### src/design/vsni_pkg.sv
// Shared types and constants for the six-neighbour voxel index block.
package vsni_pkg;

  localparam int CNT_W     = 9;
  localparam int COORD_W   = 8;
  localparam int IDX_W     = 17;
  localparam int INT_W     = 16;
  localparam int DIR_W     = 3;
  localparam int STAT_W    = 2;
  localparam int REQ_W     = 2;
  localparam int PLANE_W   = 18;
  localparam int POS_W     = 27;
  localparam int CFG_IDX_W = 2;

  localparam logic [CNT_W-1:0]   ROW_RST   = 9'd64;
  localparam logic [CNT_W-1:0]   COL_RST   = 9'd64;
  localparam logic [CNT_W-1:0]   SLICE_RST = 9'd16;
  localparam logic [PLANE_W-1:0] PLANE_RST = 18'd4096;
  localparam logic [POS_W-1:0]   VOL_RST   = 27'd65536;

  localparam logic [REQ_W-1:0] REQ_LOAD    = 2'd0;
  localparam logic [REQ_W-1:0] REQ_QUERY   = 2'd1;
  localparam logic [REQ_W-1:0] REQ_RESTART = 2'd2;

  localparam logic [STAT_W-1:0] STAT_OK   = 2'd0;
  localparam logic [STAT_W-1:0] STAT_DROP = 2'd1;
  localparam logic [STAT_W-1:0] STAT_BAD  = 2'd2;

  localparam logic [DIR_W-1:0] DIR_SLICE_LO = 3'd0;
  localparam logic [DIR_W-1:0] DIR_COL_LO   = 3'd1;
  localparam logic [DIR_W-1:0] DIR_ROW_LO   = 3'd2;
  localparam logic [DIR_W-1:0] DIR_ROW_HI   = 3'd3;
  localparam logic [DIR_W-1:0] DIR_COL_HI   = 3'd4;
  localparam logic [DIR_W-1:0] DIR_SLICE_HI = 3'd5;

  localparam logic [CFG_IDX_W-1:0] CFG_ROW   = 2'd0;
  localparam logic [CFG_IDX_W-1:0] CFG_COL   = 2'd1;
  localparam logic [CFG_IDX_W-1:0] CFG_SLICE = 2'd2;

  typedef struct packed {
    logic [REQ_W-1:0]   req_type;
    logic               voxel_valid;
    logic [INT_W-1:0]   intensity;
    logic [COORD_W-1:0] row;
    logic [COORD_W-1:0] col;
    logic [COORD_W-1:0] slice;
  } in_word_t;

  typedef struct packed {
    logic [STAT_W-1:0] status;
    logic [IDX_W-1:0]  self_index;
    logic [INT_W-1:0]  self_intensity;
    logic [DIR_W-1:0]  direction;
    logic              neighbour_present;
    logic [IDX_W-1:0]  neighbour_index;
    logic [INT_W-1:0]  neighbour_intensity;
    logic              last;
  } out_word_t;

  // Controller to datapath commands.
  typedef struct packed {
    logic             load;
    logic             restart;
    logic             latch;
    logic             mul1;
    logic             mul2;
    logic             bad;
    logic             self_rd;
    logic             nbr_rd;
    logic [DIR_W-1:0] dir;
    logic             last;
  } dp_cmd_t;

endpackage

### src/design/vsni_ctrl.sv
// Controller state machine: sequences loads, restarts, queries and configuration settling.
module vsni_ctrl (
  input  logic                      clk,
  input  logic                      rst_n,
  input  logic                      start,
  input  logic [vsni_pkg::REQ_W-1:0] req_type,
  input  logic                      cfg_wr,
  input  logic                      query_ok,
  output logic                      busy,
  output logic                      idle,
  output vsni_pkg::dp_cmd_t         cmd
);

  typedef enum logic [6:0] {
    S_IDLE  = 7'b0000001,
    S_CFG1  = 7'b0000010,
    S_CFG2  = 7'b0000100,
    S_MUL1  = 7'b0001000,
    S_MUL2  = 7'b0010000,
    S_CHECK = 7'b0100000,
    S_NBR   = 7'b1000000
  } state_t;

  state_t                        state_r, state_nxt;
  logic [vsni_pkg::DIR_W-1:0]    dir_r, dir_nxt;

  always_ff @(posedge clk) begin
    if (!rst_n) begin
      state_r <= S_IDLE;
      dir_r   <= vsni_pkg::DIR_SLICE_LO;
    end else begin
      state_r <= state_nxt;
      dir_r   <= dir_nxt;
    end
  end

  always_comb begin
    state_nxt = state_r;
    dir_nxt   = dir_r;
    cmd       = '0;
    case (state_r)
      S_IDLE: begin
        if (start) begin
          case (req_type)
            vsni_pkg::REQ_LOAD:    cmd.load = 1'b1;
            vsni_pkg::REQ_RESTART: cmd.restart = 1'b1;
            vsni_pkg::REQ_QUERY: begin
              cmd.latch = 1'b1;
              state_nxt = S_MUL1;
            end
            default: ;
          endcase
        end else if (cfg_wr) begin
          // let the plane and volume products settle
          state_nxt = S_CFG1;
        end
      end
      S_CFG1: state_nxt = S_CFG2;
      S_CFG2: state_nxt = S_IDLE;
      S_MUL1: begin
        cmd.mul1  = 1'b1;
        state_nxt = S_MUL2;
      end
      S_MUL2: begin
        cmd.mul2  = 1'b1;
        state_nxt = S_CHECK;
      end
      S_CHECK: begin
        if (query_ok) begin
          cmd.self_rd = 1'b1;
          dir_nxt     = vsni_pkg::DIR_SLICE_LO;
          state_nxt   = S_NBR;
        end else begin
          cmd.bad   = 1'b1;
          state_nxt = S_IDLE;
        end
      end
      S_NBR: begin
        cmd.nbr_rd = 1'b1;
        cmd.dir    = dir_r;
        cmd.last   = (dir_r == vsni_pkg::DIR_SLICE_HI);
        if (dir_r == vsni_pkg::DIR_SLICE_HI) begin
          state_nxt = S_IDLE;
        end else begin
          dir_nxt = dir_r + vsni_pkg::DIR_W'(1);
        end
      end
      default: state_nxt = S_IDLE;
    endcase
  end

  assign idle = (state_r == S_IDLE);
  assign busy = ~idle;

endmodule

### config.mk
export PLATFORM = sky130hd
export DESIGN_NAME = vsni_ctrl
export DESIGN_NICKNAME = d
export VERILOG_FILES = /design/src/design/vsni_pkg.sv /design/src/design/vsni_ctrl.sv
export SDC_FILE = /design/constraint.sdc
export NUM_CORES = 1
export LEC_CHECK = 0
export BUFFER_PORTS_ARGS = -buffer_cell sky130_fd_sc_hd__buf_2
export CAP_MARGIN = 30
export CORE_UTILIZATION = 38
export DETAILED_ROUTE_END_ITERATION = 6
export GPL_TIMING_DRIVEN = 0
export PLACE_DENSITY = 0.66
export SETUP_SLACK_MARGIN = 0.02
export SYNTH_ARGS = -nofsm -noshare
export SYNTH_HDL_FRONTEND = slang
export SYNTH_SLANG_ARGS = --single-unit
### constraint.sdc
create_clock -name clk -period 1.85 [get_ports clk]
set_input_delay 0.185 -clock clk [delete_from_list [all_inputs] [get_ports clk]]
set_output_delay 0.185 -clock clk [all_outputs]
set_load 0.02 [all_outputs]
==> flow_metrics.py <==
metrics = {
    "setup_path": {
        "worstPathRequired_ns": 1.66,
        "path_max_fanout": 4,
        "rr_endpoint": "dir_r[1]$_SDFFE_PN0P_",
        "critPathTopFamily": "simple AND/OR/NAND/NOR gates",
        "worstSetupEndpoint": "cmd[10]",
        "cp_slowest_cell": "or3_4",
        "critical_path_class": "flip-flop to output pin",
        "slowest_delay_ns": 0.38,
        "arrival_ns": 1.72,
        "ff2ff_setup_slack_ns": 0.27,
        "startpoint": "state_r[2]$_SDFFE_PN0P_",
        "ff2ff_path_depth": 5,
        "path_buf_inv": 1,
        "r2r_start": "state_r[2]$_SDFFE_PN0P_",
        "endpoint_kind": "output pin",
        "cp_cell_sequence": "or3_4, and4bb_2, nand2_2, nor3b_2, buf_4",
        "critPathLaunchType": "flip-flop",
        "worst-path-stages": 5,
    },
    "clock_network": {
        "cts_root_buffer": "clkbuf_4",
        "cts.path.max_buffers": 2,
        "path_clk_slew_ns": 0.07,
        "clk_latency_ns": 0.27,
        "cts_buffers": 3,
        "cts_tree": "yes",
        "clock_sinks": 10,
        "htree_levels": 1,
    },
    "placement": {
        "globalplace.congestion": 0.645,
        "io_buffers": 20,
        "place_hpwl_um": 998,
    },
    "sta": {
        "rsz0062_at_grt": "yes",
        "fmax_mhz": 525,
        "period_minus_slack_ns": 1.91,
        "finalClockSkew_ns": 0.00495,
        "finalCritPeriodShare": 1.03,
        "setup_violations": 2,
        "hold_viol_final": 0,
        "fin_setup_tns_ns": -0.0825,
        "tightest_slew_ns": 0.398,
        "max_slew_margin": 0.733,
        "fin_ws_ns": -0.0550,
        "maxSlewViolCount": 0,
    },
    "global_route": {
        "grt.total_usage": 0.198,
        "grt_max_degree": 9,
        "grt.overflow.total": 0,
        "grt_pass1_wl_um": 2070,
        "first_global_vias": 516,
        "antenna_found_initial": 0,
    },
    "cells_and_area": {
        "syn2layout_area_growth_pct": 35.9,
        "final_nets": 111,
        "diodes": 0,
        "final_layout_size_suffix_gt1_frac": 0.400,
        "fill_cells": 139,
    },
    "synth": {
        "yosysSeqAreaShare": 0.342,
        "synth-edff-count": 0,
        "synth_top_area_cell": "dfxtp_1",
        "async_flop_share": 0,
        "yosysTopAreaCellShare": 0.342,
        "ys_types": 27,
        "syn_area_per_cell_sq_um": 8.02,
        "synth-seq-cells": 10,
        "synth_warnings": 0,
        "syn-num-nets": 82,
        "synth_flop_cell": "dfxtp_1",
        "yosys-top-cells-count": "dfxtp_1, nor2_1, nand2_1, and3_1, inv_1",
        "syn-instance-count": 73,
        "netlist_area_sq_um": 586,
        "synth_area_leaders": "dfxtp_1, and3_1, nor2_1",
    },
    "detailed_routing": {
        "viasPerCell": 5.34,
        "drt_wl_total_um": 1360,
        "postRouteAntennaNets": 0,
        "drt_pass1_iterations": 4,
        "initialDrtViolationCount": 13,
        "drc": 0,
        "wire_per_inst_um": 11.8,
        "vias": 614,
    },
    "die": {
        "start_util": 0.429,
        "die-area_sq_um": 1700,
        "num_rows": 13,
        "core-area_sq_um": 1370,
        "num_io_pins": 21,
        "die_h_um": 41.3,
        "die_x_um": 41.3,
    },
    "min_path": {
        "hp-class": "input pin to flip-flop",
    },
    "job": {
        "maxCapViolCount": 0,
    },
    "power_and_ir_drop": {
        "p_leak_nw": 0.394,
        "powerDensity_nw_per_um2": 612,
        "vdd_drop_max_mv": 0.324,
        "power_mw": 0.487,
    },
    "run_status": {
        "outcome": "finished, violations left",
        "violations": "setup timing",
    },
}
## report_power, final
group	internal [mW]	switching, mW
clock	0.0752	0.0776
sequential	0.221	0.00724
combinational	0.0464	0.0596
total	0.342	0.144
## worst min path at each step
stage | start | endpoint | slack [ns] | cells past startpoint
after floorplan | rst_n | state_r[0]$_SDFFE_PN1P_ | 0.28 | 1
after global placement | rst_n | state_r[0]$_SDFFE_PN1P_ | 0.42 | 2
after detailed placement | rst_n | state_r[0]$_SDFFE_PN1P_ | 0.43 | 2
after CTS | rst_n | state_r[0]$_SDFFE_PN1P_ | 0.15 | 2
after global routing | rst_n | state_r[0]$_SDFFE_PN1P_ | 0.18 | 2
final | rst_n | state_r[0]$_SDFFE_PN1P_ | 0.16 | 2
## layout make-up
| type | count | area, sq um | area share |
|---|---|---|---|
| repair buffers | 24 | 141 | 0.178 |
| multi-input cells | 57 | 387 | 0.486 |
| well taps | 15 | 18.8 | 0.0236 |
| inverters | 6 | 22.5 | 0.0283 |
| clock buffers | 3 | 22.5 | 0.0283 |
| flip-flops and latches | 10 | 204 | 0.256 |
## sequential cells by signal (all words and copies together), names as in the netlist
register  count
dir_r         3
state_r       7
## cell families after synthesis
kind of cell,synth area share
AOI/OAI and AO/OA,0.107
xor gates and xnor gates,0.0150
adders and majority gates,0.0427
buffers and inverters,0.0385
DFF,0.342
and+or+nand+nor,0.455
## cell usage in the layout, fill, tap and decap left out, drive strengths merged, types with 2 or more instances in the layout
master,n
dfxtp,10
ha,2
a211o,2
nand3b,3
nor2b,2
nor3,2
inv,6
nor4,2
a21oi,3
buf,24
nor2,10
and3,6
clkbuf,3
nand2,8
nand3,4
## per-layer routing
| layer | routed length (um) | global-route usage |
|---|---|---|
| met3 | 77 | 0.0815 |
| met1 | 581 | 0.211 |
| met4 | 12 | 0.121 |
| met5 | 0 | 0 |
| met2 | 684 | 0.320 |
## metrics by stage
| step | area (sq um) | hold WS (ns) | utilization | std cells | worst slack (ns) |
|---|---|---|---|---|---|
| 2_1_floorplan | 591 | 0.276 | - | 73 | 0.0568 |
| 3_3_place_gp | 709 | 0.421 | 0.519 | 108 | 0.106 |
| 3_5_place_dp | 709 | 0.431 | 0.519 | 108 | 0.0794 |
| 4_1_cts | 783 | 0.147 | 0.573 | 115 | -0.0439 |
| 5_1_grt | 796 | 0.180 | 0.582 | 115 | -0.127 |
| 6_report | 796 | 0.161 | 0.582 | 115 | -0.0550 |
## what timing repair did
item,in CTS,in global routing
resized for setup,7,4
hold buffers,0,0
buffers inserted,4,0
pin swaps,4,2
endpoints found under the setup margin,3,7
No activity file was read; power rests on OpenSTA's default activity.
